[config.mk]
export PLATFORM = sky130hd
export DESIGN_NAME = fpa_div_cell
export DESIGN_NICKNAME = d
export VERILOG_FILES = /design/src/sv/fpa_pkg.sv /design/src/sv/fpa_div_cell.sv
export SDC_FILE = /design/constraint.sdc
export NUM_CORES = 1
export LEC_CHECK = 0
export BUFFER_PORTS_ARGS = -buffer_cell sky130_fd_sc_hd__buf_2
export CAP_MARGIN = 20
export CORE_ASPECT_RATIO = 1.1
export CORE_MARGIN = 2
export CORE_UTILIZATION = 40
export CTS_CLUSTER_SIZE = 12
export DETAILED_ROUTE_END_ITERATION = 12
export PLACE_DENSITY = 0.76
export SYNTH_ARGS = -nofsm -noshare
export SYNTH_HDL_FRONTEND = slang
export SYNTH_SLANG_ARGS = --single-unit
[constraint.sdc]
create_clock -name i_clk -period 3.8 [get_ports i_clk]
set_clock_uncertainty 0.15 [all_clocks]
set_input_delay 0.76 -clock i_clk [delete_from_list [all_inputs] [get_ports i_clk]]
set_output_delay 0.76 -clock i_clk [all_outputs]
set_load 0.01 [all_outputs]
[src/sv/fpa_pkg.sv]
// ----------------------------------------------------------------------------
// Fixed-point ALU package
// Operation codes and the side payload that travels along the pipeline.
// ----------------------------------------------------------------------------
package fpa_pkg;

    typedef enum logic [3:0] {
        ACT_ADD        = 4'd0,
        ACT_SUB        = 4'd1,
        ACT_MUL        = 4'd2,
        ACT_DIV        = 4'd3,
        ACT_COMPARE    = 4'd4,
        ACT_MIN        = 4'd5,
        ACT_MAX        = 4'd6,
        ACT_INC        = 4'd7,
        ACT_DEC        = 4'd8,
        ACT_INT_TO_FIX = 4'd9,
        ACT_FIX_TO_INT = 4'd10
    } t_action;

    // Result and flags of one request, carried beside the divider state
    typedef struct packed {
        logic [31:0] result;
        logic        gt;
        logic        lt;
        logic        eq;
        logic        ovf;
        logic        is_div;
        logic        neg;
        logic        dbz;
    } t_side;

endpackage

[src/sv/fpa_div_cell.sv]
// ----------------------------------------------------------------------------
// Divider cell
// One restoring step: produces one quotient bit and passes the partial
// remainder, the shifting dividend/quotient word and the side payload on.
// ----------------------------------------------------------------------------
module fpa_div_cell #(
    parameter int NQ = 40
) (
    input  logic                 i_clk,
    input  logic                 i_rst_n,
    input  logic                 i_en,
    input  logic                 i_valid,
    input  logic [31:0]          i_rem,
    input  logic [NQ-1:0]        i_w,
    input  logic [31:0]          i_d,
    input  fpa_pkg::t_side       i_side,
    output logic                 o_valid,
    output logic [31:0]          o_rem,
    output logic [NQ-1:0]        o_w,
    output logic [31:0]          o_d,
    output fpa_pkg::t_side       o_side
);

    logic [32:0] n_trial;
    logic        n_ge;
    logic [32:0] n_diff;

    logic                r_valid;
    logic [31:0]         r_rem;
    logic [NQ-1:0]       r_w;
    logic [31:0]         r_d;
    fpa_pkg::t_side      r_side;

    always_comb begin
        n_trial = {i_rem, i_w[NQ-1]};
        n_ge    = (n_trial >= {1'b0, i_d});
        n_diff  = n_trial - {1'b0, i_d};
    end

    always_ff @(posedge i_clk) begin
        if (!i_rst_n) begin
            r_valid <= 1'b0;
        end else if (i_en) begin
            r_valid <= i_valid;
        end
    end

    always_ff @(posedge i_clk) begin
        if (i_en) begin
            r_rem  <= n_ge ? n_diff[31:0] : n_trial[31:0];
            r_w    <= {i_w[NQ-2:0], n_ge};
            r_d    <= i_d;
            r_side <= i_side;
        end
    end

    assign o_valid = r_valid;
    assign o_rem   = r_rem;
    assign o_w     = r_w;
    assign o_d     = r_d;
    assign o_side  = r_side;

endmodule

## Word-level counts from Yosys, hierarchy flattened

Index checks and enable logic that the tools add are counted.

- Add/sub/neg operators: 1
- $lt $le $gt $ge: 1
- Muxes and demuxes: 1

Operators with widths:

| operator | number |
|---|---|
| $ge 33x32->1 | 1 |
| $mux 32 | 1 |
| $sub 32x32->32 | 1 |

- Flip-flop bits (word level): 144
- Word-level logic and storage cells: 15
- Output and inout port bits: 144

## Depth between registers and ports, before layout

- Depth after elaboration: 2
- Gate-level depth with buffers: 13

## Least setup slack after synthesis

OpenSTA, ideal clock, no wires.

- Path type: input to register
- Start point: input i_d[7]
- End point: register r_rem[13] (netlist: o_rem[13]), data pin
- Setup time: 0.262 ns
- Cell stages on the path: 12
- Slack: 0.119 ns
- Buffers on the path: 2
- Arrival time: 3.269 ns
- Cell sequence: inv_1 > ha_1 > buf_2 > nand4_1 > or4_1 > a21oi_1 > nor3_1 > a211oi_2 > o21ai_2 > o31ai_4 > buf_4 > mux2_1

- Word-level cells in the longest chain between the ends: 2
- Elaborated cells between the ends (all ways): 3
- Those cells by class: add/sub (1); order compare (1); mux (1)

Ends and longest elaborated chain:

| item | line | RTL |
|---|---|---|
| from (decl) | fpa_div_cell.sv:15 | `input logic [31:0] i_d,` |
| $sub 32x32->32 / $ge 33x32->1 (equally long branches) | fpa_div_cell.sv:37, fpa_div_cell.sv:36 |  |
| $mux 32 (*) | fpa_div_cell.sv:50 | `r_rem <= n_ge ? n_diff[31:0] : n_trial[31:0];` |
| to (signal assigned) | fpa_div_cell.sv:50 |  |
| to (decl) | fpa_div_cell.sv:29 | `logic [31:0] r_rem;` |

Every way passes the cells marked *; elsewhere a longest branch is shown, timed or not.
A chain may end at the register's enable or synchronous reset.

## Worst setup path after layout

- Start point: input i_w[39]
- End point: register r_rem[30] (netlist: o_rem[30]), data pin

- Word-level cells in the longest chain between the ends: 2
- Elaborated cells between the ends (all ways): 3
- Those cells by class: add/sub (1); order compare (1); mux (1)

Ends and longest elaborated chain:

| item | line | RTL |
|---|---|---|
| from (decl) | fpa_div_cell.sv:14 | `input logic [NQ-1:0] i_w,` |
| $sub 32x32->32 / $ge 33x32->1 (equally long branches) | fpa_div_cell.sv:37, fpa_div_cell.sv:36 |  |
| $mux 32 (*) | fpa_div_cell.sv:50 |  |

Marks and branches as above.

==> impl_results.md <==
- Status: complete, no violations
- Largest area contributor in the synthesized netlist: edfxtp_1
- Area of the multi-input gates: 0.001993 sq mm
- Main synth FF type: edfxtp_1
- IO Count: 291
- Worst setup SP type: input pin
- Iteration-0 DRC count of the detailed router: 309
- Internal: 3.142 mW
- Num rows: 49
- GRT Resource Usage Total: 0.2047
- Initial antenna violation count: 0
- Setup Slack @ Placement: -196.3 ps
- Clock transition at the registers of the reported paths: 60 ps
- Total gr overflow: 0
- Part of the power in registers: 0.454
- Largest net degree at the start of global routing: 67
- Max Freq: 278.4 MHz
- Die extent in y: 138.1 um
- Syn nets: 671
- Die area: 0.01739 sq mm
- CP endpoint kind: flop
- Fraction of layout instances using a drive strength above 1: 0.4388
- Critical path, cell by cell: buf_2 > inv_1 > ha_1 > fa_1 > nand2b_1 > a21oi_1 > o21ai_0 > o311a_1 > a31oi_1 > a21oi_1 > o41ai_1 > xor2_1 > mux2_1
- Final min period: 3592 ps
- Mapped Cells: 491
- Peak supply drop: 0.2732 mV
- Most frequent CP cell: a21oi_1
- Drt first pass iters: 4
- Worst path depth: 13
- CP bufs+invs: 2
- Nets: 993
- Unrepaired setup endpoints after global routing: no
- Post_cts resized: 0
- Drc violations: 0
- Mapped Area: 0.006540 sq mm
- Clk pwr share: 0.358
- Syn_area_per_cell: 13.32 sq um
- Area Growth Syn to Fin: 37.25%
- Final setup violating endpoints: 0
- Vias: 5138
- Crit path largest cell delay: 410 ps
- Post-synth EDFFs: 143
- DR WL/cell: 17.48 um
- Filler cells: 1430
- Routed WL: 18.00 mm
- Rel. slew slack: 0.5829
- PD cells: 482.8 mW/mm^2
- Sw frac: 0.2751
- Total Power: 4.334 mW
- Crit path max-delay family: compound AO/OA/AOI/OAI gates
- Post-CTS setup buffers: 0
- Total CTS buffers: 17
- Distinct cells, synth: 49
- Core box area: 0.01619 sq mm
- CP max FO: 3
- Synth area leaders: edfxtp_1 (66%), ha_1 (6.1%), a21oi_1 (4.3%)
- Register area: 0.004314 sq mm
- Worst Tran Pin Value: 625.7 ps
- #FFs+latches synth: 144
- Vias per cell: 4.988
- ANT nets after route: 0
- Slowest-stage cell, CP: fa_1
- Number of global-route vias before repair: 5190
- Initial cell density of the core: 0.4041
- Reg2Reg Depth: 2
- Period utilization: 0.9453
- CTS tree: built
- Util after Layout: 0.5546
- Buffers added on ports: 290
- Synth top area share: 0.6566
- Clock Path Buffers: 2
- Max Slew Vio Count: 0
- Final worst setup slack: 208.0 ps
- Syn. warnings: 0
- Proportion of synthesized chip area in sequential cells: 0.6597
- GP Congestion: 0.8482
- Min-delay worst type: in -> reg
- DPL Wire Length: 14.17 mm
- Comb pwr share: 0.187
- Clk sink count: 144
- Die width: 125.9 um
- H-tree level count: 4
- # hold bufs at CTS: 0
- FFs w/ async S/R, synth: 0
- Global-route wire length before repair: 27.40 mm
- CTS root buffer: clkbuf_16
- Leakage: 4.009 nW
- Final hold vios: 0
- Critical path arrival: 3610 ps
- Req. time, crit path: 3820 ps
- Max-cap violations: 0
- Clock latency on the worst-skew pair: 410 ps
- WHS Path Cells: 1
- CP Class: in -> reg
- Net switching power: 1.192 mW
==> registers in the layout, summed over array words and instances (netlist names) <==
name and flops:
o_side 39, o_valid 1, o_rem 32, o_d 32, o_w 40
==> layer usage <==
layer,global-route usage,up-vias,part of all wire
met5,0,-,0
met4,0.07114,0,0.021
met3,0.06037,24,0.072
met2,0.3602,207,0.52
met1,0.2373,2425,0.39
li1,-,2482,-
==> power by group through the flow <==
| stage | registers, mW | clock network (mW) | logic [mW] |
|---|---|---|---|
| floorplan | 2.09 | 0 | 0.329 |
| global placement | 2.00 | 0 | 0.801 |
| detailed placement | 2.00 | 0 | 0.814 |
| CTS | 1.97 | 1.59 | 0.820 |
| global route | 1.98 | 1.64 | 0.890 |
| finish | 1.97 | 1.55 | 0.812 |
==> through the flow <==
| stage | instances | instance area (sq um) | setup TNS [ps] | hold WS, ps |
|---|---|---|---|---|
| detailed placement | 998 | 8421 | -294.2 | 349.0 |
| floorplan | 491 | 6540 | 0 | 388.3 |
| global route | 1029 | 8974 | 0 | 345.3 |
| CTS | 1029 | 8974 | 0 | 349.8 |
| global placement | 998 | 8421 | -52.42 | 343.0 |
| finish | 1030 | 8976 | 0 | 365.0 |
==> cells in the final DEF (no fill, tap or decap), types with 5 or more instances in the layout <==
| cell type | count |
|---|---|
| buf_2 | 289 |
| edfxtp_1 | 143 |
| a21oi_1 | 56 |
| inv_1 | 38 |
| nor2_1 | 35 |
| ha_1 | 32 |
| buf_4 | 29 |
| nand2_1 | 26 |
| clkbuf_16 | 17 |
| o21ai_0 | 16 |
| xnor2_1 | 15 |
| a21o_1 | 12 |
| xor2_1 | 12 |
| nand3_1 | 8 |
| nand4_1 | 8 |
| o21a_1 | 6 |
| mux2_2 | 6 |
| a31oi_1 | 5 |
| inv_6 | 5 |
==> cell families (layout without fill, tap and decap cells) <==
logic type / after synthesis / count (layout) / share of synthesized area
flip-flops: 144 / 144 / 0.6597
AO/OA/AOI/OAI: 119 / 119 / 0.1119
AND/OR/NAND/NOR: 100 / 100 / 0.07213
buffers and inverters: 56 / 390 / 0.03558
adder cells (fa/ha/maj): 33 / 33 / 0.06428
XOR/XNOR: 27 / 27 / 0.03616
multiplexers: 12 / 12 / 0.02028
other: 0 / 1 / 0
==> synth_stat cells (5+ instances only) <==
cell type  number
a21o_1         12
mux2_2          6
ha_1           32
xor2_1         12
o21a_1          6
buf_2           8
edfxtp_1      143
nor2_1         35
nand4_1         8
nand3_1         8
o21ai_0        16
xnor2_1        15
nand2_1        26
inv_1          38
a21oi_1        56
clkbuf_1        6
a31oi_1         5
==> path summary, 6_finish.rpt <==
path                  start  slack, ps        end
setup reg to reg    o_valid       3050    o_valid
hold reg to reg     o_valid        370    o_valid
hold / removal    i_side[4]        370  o_side[4]
setup / recovery    i_w[39]        210  o_rem[30]
==> layout make-up <==
type / count / area share
inverters: 38 / 0.01589
clock buffers: 17 / 0.04739
repair buffers: 321 / 0.1911
multi-input cells: 291 / 0.2221
well taps: 204 / 0.02844
diodes: 1 / 0.0002788
flip-flops and latches: 144 / 0.4806
clock inverters: 14 / 0.01422
Power figures use the tool's default switching activity.
