## src/sv/fpa_pkg.sv

```systemverilog
// ----------------------------------------------------------------------------
// Fixed-point ALU package
// Operation codes and the side payload that travels along the pipeline.
// ----------------------------------------------------------------------------
package fpa_pkg;

    typedef enum logic [3:0] {
        ACT_ADD        = 4'd0,
        ACT_SUB        = 4'd1,
        ACT_MUL        = 4'd2,
        ACT_DIV        = 4'd3,
        ACT_COMPARE    = 4'd4,
        ACT_MIN        = 4'd5,
        ACT_MAX        = 4'd6,
        ACT_INC        = 4'd7,
        ACT_DEC        = 4'd8,
        ACT_INT_TO_FIX = 4'd9,
        ACT_FIX_TO_INT = 4'd10
    } t_action;

    // Result and flags of one request, carried beside the divider state
    typedef struct packed {
        logic [31:0] result;
        logic        gt;
        logic        lt;
        logic        eq;
        logic        ovf;
        logic        is_div;
        logic        neg;
        logic        dbz;
    } t_side;

endpackage

```

## src/sv/fpa_front.sv

```systemverilog
// ----------------------------------------------------------------------------
// ALU front end
// Registers the request, evaluates all non-divide operations and the
// comparator, forms the product, then rounds it and prepares the divider.
// ----------------------------------------------------------------------------
module fpa_front #(
    parameter int FRAC_BITS = 8
) (
    input  logic                        i_clk,
    input  logic                        i_rst_n,
    input  logic                        i_en,
    input  logic                        i_valid,
    input  logic [3:0]                  i_action,
    input  logic signed [31:0]          i_operand_a,
    input  logic signed [31:0]          i_operand_b,
    output logic                        o_valid,
    output logic [32+FRAC_BITS-1:0]     o_w,
    output logic [31:0]                 o_d,
    output fpa_pkg::t_side              o_side
);

    localparam int NQ = 32 + FRAC_BITS;
    localparam logic [63:0] HALF = 64'(1) << (FRAC_BITS - 1);

    logic               r_s0_v;
    logic [3:0]         r_s0_act;
    logic signed [31:0] r_s0_a;
    logic signed [31:0] r_s0_b;

    logic               r_s1_v;
    logic               r_s1_is_mul;
    logic signed [63:0] r_s1_prod;
    logic [NQ-1:0]      r_s1_w;
    logic [31:0]        r_s1_d;
    fpa_pkg::t_side     r_s1_side;

    logic signed [32:0] n_add;
    logic signed [32:0] n_sub;
    logic signed [32:0] n_inc;
    logic signed [32:0] n_dec;
    logic [NQ-1:0]      n_i2f;
    logic signed [63:0] n_prod;
    logic [31:0]        n_abs_a;
    logic [31:0]        n_abs_b;
    fpa_pkg::t_side     n_side;
    logic signed [63:0] n_rnd;
    logic               n_is_mul;

    always_ff @(posedge i_clk) begin
        if (!i_rst_n) begin
            r_s0_v <= 1'b0;
            r_s1_v <= 1'b0;
        end else if (i_en) begin
            r_s0_v <= i_valid;
            r_s1_v <= r_s0_v;
        end
    end

    always_ff @(posedge i_clk) begin
        if (i_en) begin
            r_s0_act <= i_action;
            r_s0_a   <= i_operand_a;
            r_s0_b   <= i_operand_b;
        end
    end

    always_comb begin
        n_add   = {r_s0_a[31], r_s0_a} + {r_s0_b[31], r_s0_b};
        n_sub   = {r_s0_a[31], r_s0_a} - {r_s0_b[31], r_s0_b};
        n_inc   = {r_s0_a[31], r_s0_a} + 33'sd1;
        n_dec   = {r_s0_a[31], r_s0_a} - 33'sd1;
        n_i2f   = {{FRAC_BITS{r_s0_a[31]}}, r_s0_a} << FRAC_BITS;
        n_prod  = r_s0_a * r_s0_b;
        n_abs_a = r_s0_a[31] ? 32'(-r_s0_a) : r_s0_a;
        n_abs_b = r_s0_b[31] ? 32'(-r_s0_b) : r_s0_b;
        n_is_mul = 1'b0;

        n_side        = '0;
        n_side.gt     = (r_s0_a > r_s0_b);
        n_side.lt     = (r_s0_a < r_s0_b);
        n_side.eq     = (r_s0_a == r_s0_b);
        n_side.neg    = r_s0_a[31] ^ r_s0_b[31];

        unique case (fpa_pkg::t_action'(r_s0_act))
            fpa_pkg::ACT_ADD: begin
                n_side.result = n_add[31:0];
                n_side.ovf    = n_add[32] != n_add[31];
            end
            fpa_pkg::ACT_SUB: begin
                n_side.result = n_sub[31:0];
                n_side.ovf    = n_sub[32] != n_sub[31];
            end
            fpa_pkg::ACT_MUL: begin
                n_is_mul = 1'b1;
            end
            fpa_pkg::ACT_DIV: begin
                n_side.is_div = 1'b1;
                n_side.dbz    = (r_s0_b == 32'sd0);
            end
            fpa_pkg::ACT_COMPARE: begin
                n_side.result = '0;
            end
            fpa_pkg::ACT_MIN: begin
                n_side.result = (r_s0_a < r_s0_b) ? r_s0_a : r_s0_b;
            end
            fpa_pkg::ACT_MAX: begin
                n_side.result = (r_s0_a > r_s0_b) ? r_s0_a : r_s0_b;
            end
            fpa_pkg::ACT_INC: begin
                n_side.result = n_inc[31:0];
                n_side.ovf    = n_inc[32] != n_inc[31];
            end
            fpa_pkg::ACT_DEC: begin
                n_side.result = n_dec[31:0];
                n_side.ovf    = n_dec[32] != n_dec[31];
            end
            fpa_pkg::ACT_INT_TO_FIX: begin
                n_side.result = n_i2f[31:0];
                n_side.ovf    = !((&n_i2f[NQ-1:31]) || !(|n_i2f[NQ-1:31]));
            end
            fpa_pkg::ACT_FIX_TO_INT: begin
                n_side.result = 32'(r_s0_a >>> FRAC_BITS);
            end
            default: begin
                n_side.result = '0;
            end
        endcase
    end

    always_ff @(posedge i_clk) begin
        if (i_en) begin
            r_s1_is_mul <= n_is_mul;
            r_s1_prod   <= n_prod;
            r_s1_w      <= {n_abs_a, {FRAC_BITS{1'b0}}};
            r_s1_d      <= n_abs_b;
            r_s1_side   <= n_side;
        end
    end

    // Round half away from zero: bias by one less than half on negative products
    always_comb begin
        n_rnd = (r_s1_prod + (r_s1_prod[63] ? $signed(HALF - 64'd1) : $signed(HALF)))
                >>> FRAC_BITS;
        o_side = r_s1_side;
        if (r_s1_is_mul) begin
            o_side.result = n_rnd[31:0];
            o_side.ovf    = !((&n_rnd[63:31]) || !(|n_rnd[63:31]));
        end
    end

    assign o_valid = r_s1_v;
    assign o_w     = r_s1_w;
    assign o_d     = r_s1_d;

endmodule

```

## config.mk

```make
export PLATFORM = sky130hd
export DESIGN_NAME = fpa_front
export DESIGN_NICKNAME = d
export VERILOG_FILES = /design/src/sv/fpa_pkg.sv /design/src/sv/fpa_front.sv
export SDC_FILE = /design/constraint.sdc
export NUM_CORES = 2
export LEC_CHECK = 0
export BUFFER_PORTS_ARGS = -buffer_cell sky130_fd_sc_hd__buf_2
export CAP_MARGIN = 5
export CORE_ASPECT_RATIO = 1.2
export CORE_MARGIN = 4
export CORE_UTILIZATION = 52
export CTS_BUF_LIST = sky130_fd_sc_hd__clkbuf_2
export DETAILED_ROUTE_END_ITERATION = 6
export PLACE_DENSITY = 0.79
export SYNTH_ARGS = -nofsm -noshare
export SYNTH_HDL_FRONTEND = slang
export SYNTH_SLANG_ARGS = --single-unit
```

## constraint.sdc

```tcl
create_clock -name i_clk -period 10.6 [get_ports i_clk]
set_clock_uncertainty 0.05 [all_clocks]
set_input_delay 1.06 -clock i_clk [delete_from_list [all_inputs] [get_ports i_clk]]
set_output_delay 1.06 -clock i_clk [all_outputs]
set_load 0.02 [all_outputs]
```

# After elaboration in Yosys (flattened, before gate mapping)
# Cells that the tools add are included.
dict set report word_totals {
  ff_bits 238
  word_cells 67
}
dict set report op_classes {
  n_bitwise 1
  reduce_logical 12
  order_cmp 2
  addsub 7
  n_eq_ne 14
  multipliers 1
  n_mux 11
}
# op n
set op_table {}
lappend op_table {{$pmux W32 S8} 1}
lappend op_table {{$mux W32} 3}
lappend op_table {{$add A64 B9 Y64} 1}
lappend op_table {{$mul A32 B32 Y64} 1}
lappend op_table {{$neg A32 Y32} 2}
lappend op_table {{$mux W31} 2}
lappend op_table {{$add A32 B2 Y33 const B} 1}
lappend op_table {{$add A32 B32 Y33} 1}
lappend op_table {{$sub A32 B2 Y33 const B} 1}
lappend op_table {{$sub A32 B32 Y33} 1}
lappend op_table {{$eq A32 B32 Y1} 1}
lappend op_table {{$gt A32 B32 Y1} 1}
lappend op_table {{$logic_not A32 Y1} 1}
lappend op_table {{$lt A32 B32 Y1} 1}
lappend op_table {{$reduce_and A25 Y1} 1}
lappend op_table {{$reduce_or A25 Y1} 1}
lappend op_table {{$eq A4 B3 Y1 const B} 3}
lappend op_table {{$eq A4 B4 Y1 const B} 3}
lappend op_table {{$reduce_and A9 Y1} 1}
lappend op_table {{$reduce_or A9 Y1} 1}
lappend op_table {{$eq A4 B2 Y1 const B} 2}
lappend op_table {{$mux W8} 1}
lappend op_table {{$pmux W1 S5} 1}
lappend op_table {{$eq A4 B1 Y1 const B} 1}
lappend op_table {{6 further kinds} 15}

# Logic depth before layout (Yosys ltp)
dict set report logic_depth {
  depth_word 7
  depth_mapped 33
}

# Least setup slack after synthesis
# Ideal clock, no wire load.
dict set report synth_timing {
  kind {reg2reg}
  start {reg r_s0_a[31]}
  end {reg r_s1_prod[62], data pin}
  synth_period_minus_slack_ns 8.373
  path_buffers 3
  t_arrival_ns 8.066
  stages_incl_launch_ff 31
  setup_slack_ns 2.227
  cell_sequence {edfxtp_1 clkbuf_1 clkbuf_1 buf_1 nand2_1 inv_1 fa_1 inv_1 fa_1 inv_1 fa_1 fa_1 inv_1 fa_1 inv_1 fa_1 inv_1 fa_1 fa_1 inv_1 ha_1 a21o_1 a21o_1 a21o_1 a21o_1 a21oi_1 nor2_1 a211oi_1 o31ai_1 a21oi_1 xnor2_1}
}
dict set report synth_via {
  elab_chain_cells 1
}
# element line
set synth_rtl {}
lappend synth_rtl {{from (decl)} fpa_front.sv:27} ;# logic signed [31:0] r_s0_a;
lappend synth_rtl {{from (signal assigned)} fpa_front.sv:62} ;# r_s0_a <= i_operand_a;
lappend synth_rtl {{$mul A32 B32 Y64} fpa_front.sv:73} ;# n_prod = r_s0_a * r_s0_b;
lappend synth_rtl {{net n_prod[62]} fpa_front.sv:42} ;# logic signed [63:0] n_prod;
lappend synth_rtl {{to (signal assigned)} fpa_front.sv:133} ;# r_s1_prod <= n_prod;
lappend synth_rtl {{to (decl)} fpa_front.sv:32} ;# logic signed [63:0] r_s1_prod;
# The timed path passes the listed nets, and every way through them passes these cells.
# A chain may end at the register's enable or synchronous reset.

# Final worst setup path
dict set report layout_timing {
  start {reg r_s0_b[20]}
  end {reg r_s1_prod[57], data pin}
}
dict set report layout_via {
  elab_chain_cells 1
}
# element line
set layout_rtl {}
lappend layout_rtl {{from (decl)} fpa_front.sv:28} ;# logic signed [31:0] r_s0_b;
lappend layout_rtl {{from (signal assigned)} fpa_front.sv:63} ;# r_s0_b <= i_operand_b;
lappend layout_rtl {{$mul A32 B32 Y64} fpa_front.sv:73}
lappend layout_rtl {{net n_prod[57]} fpa_front.sv:42}
# The timed path passes the listed nets, and every way through them passes these cells.

==> results_dict.tcl <==
set metrics [dict create \
    status "finished, violations left" \
    violations "design-rule violations" \
    worstRegToRegCells 25 \
    async_reset_ff_frac 0 \
    path_clk_slew_ps 150 \
    crit_type "flip-flop to flip-flop" \
    first_pass_iters 7 \
    register_area_um2 7127 \
    synth_compound_area_frac 0.08485 \
    final-setup-viol-count 0 \
    clock_sinks 238 \
    vias_per_cell 6.083 \
    cts_setup_buffers 0 \
    grt_pass1_wl_um 276300 \
    synth_fa_ha_area_frac 0.4769 \
    fin_nets 7073 \
    synth_area_leaders "fa_1, edfxtp_1, inv_1, ha_1, and2_1" \
    fill_cells 8528 \
    hold_path_end "r_s0_a[25]" \
    synth_top_area_cell "fa_1" \
    antenna_left 0 \
    cts_tree "built" \
    maxCapViolations 0 \
    synth_top_family_by_area "adder cells" \
    r2r_setup_slack_ps 1110 \
    yosys.area_share.simple 0.1485 \
    worstReg2RegEnd "r_s1_prod[57]" \
    tightest_slew_ps 1286 \
    cp_max_fo 25 \
    wl_um 178800 \
    finalMaxSlewViolations 0 \
    r2r_start "r_s0_b[20]" \
    synth.cell_area_um2 52300 \
    io_buffers 175 \
    cp.required_ps 11490 \
    synthCells 5562 \
    dr.first_iter.drc_count 4417 \
    htreeDepth 3 \
    synth_edf_count 236 \
    worstPathArrival_ps 10370 \
    ios 184 \
    cp-end-kind "flip-flop" \
    wl_per_cell_um 25.52 \
    synth_mux_area_frac 0.01270 \
    hp-start "i_en" \
    clk_latency_ps 1340 \
    final_cell_mix "inv_1, fa_1, nand2_1, and2_1, nor2_1" \
    rows 127 \
    yosysWarnings 0 \
    clock.fmax_ghz 0.1054 \
    clock_tree.buffer_depth 3 \
    core_area_um2 99950 \
    die_x_um 297.5 \
    rsz0062_at_grt "false" \
    grt_use_total 0.3504 \
    cts_buffers 71 \
    synth_ff_type "edfxtp_1" \
    seq_area_frac_synth 0.1363 \
    gp_congestion 1.003 \
    synth_xor_area_frac 0.03517 \
    clock-root-buffer "clkbuf_2" \
    drc 13 \
    final_cells 7009 \
    min_path_type "input port to flip-flop" \
    hold_path_depth 1 \
    multiInputGateArea_um2 39720 \
    worstSetupStartpointType "flip-flop" \
    antenna_found_initial 17 \
    grt_pass1_vias 46570 \
    slew-limit-headroom 0.1339 \
    start_util 0.5233 \
    setup_tns_ps 0 \
    grt_max_degree 81 \
    synth_top_area_frac 0.4149 \
    fin_crit_sh 0.8950 \
    avgSynthCellArea_um2 9.404 \
    die_h_um 355.4 \
    die_area_um2 105700 \
    place_hpwl_um 140200 \
    fin_crit_ps 9487 \
    vias 42640 \
    hold_viol 0 \
    place_inst 6805 \
    cts_resized 0 \
    layout-drive-gt1-share 0.07955 \
    whs_ps 180.3 \
    grt_overflow 0 \
    area_growth_pct 6.629 \
    hold_buffers 70 \
    ys_ff_latch 238 \
    post_synth_num_cell_types 95 \
]
==> cells in the mapped netlist (all sizes together) (59+ instances only) <==
| cell type | n |
|---|---|
| and2 | 383 |
| nor2 | 299 |
| xnor2 | 153 |
| inv | 1084 |
| clkbuf | 275 |
| buf | 76 |
| edfxtp | 236 |
| o21ai | 105 |
| nor3 | 59 |
| ha | 259 |
| a21oi | 192 |
| mux2i | 63 |
| fa | 1084 |
| nand2 | 627 |
==> flip-flops by register name, summed over array words and instances (netlist names) <==
name / flops
r_s0_v: 1
r_s1_side: 33
r_s0_b: 32
o_d: 32
o_w: 32
r_s1_prod: 64
r_s0_a: 32
r_s0_act: 4
r_s1_is_mul: 1
o_side: 6
o_valid: 1
==> critical path: stages, from the launching register on <==
cell      delay (ps)
edfxtp_1        1060
inv_1            430
nor2_1           280
fa_1             430
inv_1             80
fa_1             410
inv_1             90
fa_1             440
fa_1             540
fa_1             580
fa_1             450
fa_1             520
fa_1             430
ha_1             360
a21o_1           260
or3b_1           390
o221ai_1         290
o21ai_0          200
a311oi_1         330
buf_4            200
o211ai_1         180
a31oi_1          360
o21ai_1          150
a221o_1          310
a21oi_1          170
xnor2_1          100
==> kinds of logic (layout without fill, tap and decap cells) <==
family / Yosys count / in the layout
flip-flops: 238 / 238
other: 1 / 20
multiplexers: 66 / 66
AO/OA/AOI/OAI: 649 / 649
buffers and inverters: 1442 / 1580
XOR/XNOR: 210 / 210
adder cells (fa/ha/maj): 1343 / 1343
AND/OR/NAND/NOR: 1613 / 1613
==> routing by layer <==
metal	share of wire	global-route usage	vias up
met3	0.11	0.1049	1077
met1	0.31	0.3707	21130
met4	0.12	0.3327	14
met2	0.46	0.5586	2889
met5	0.00050	0	-
li1	-	-	17530
==> area by class of cell <==
class                      instances  area share
clock inverter                    35    0.004375
antenna                           12   0.0005384
multi-input combinational       3889      0.7122
timing repair buffer             367     0.04487
clock buffer                      87    0.007807
inverter                        1091     0.07343
sequential                       238      0.1278
tap                             1290     0.02894
==> per-stage QoR <==
stage / util / setup WS (ps) / area (µm²)
floorplan: - / 2227 / 52330
global placement: 0.5438 / 1678 / 54360
detailed placement: 0.5438 / 1605 / 54360
CTS: 0.5576 / 1449 / 55740
global route: 0.5578 / 775.5 / 55750
finish: 0.5580 / 1113 / 55770
==> worst max path at each step <==
stage,startpoint,end
floorplan,r_s0_a[31],r_s1_prod[62]
global placement,r_s0_b[20],r_s1_prod[57]
detailed placement,r_s0_b[20],r_s1_prod[57]
CTS,r_s0_b[20],r_s1_prod[57]
global route,r_s0_a[9],r_s1_prod[60]
finish,r_s0_b[20],r_s1_prod[57]
Power is left out: the tool's default activity adds up to more than one toggle a clock period on the data nets, which glitch-free logic cannot reach.
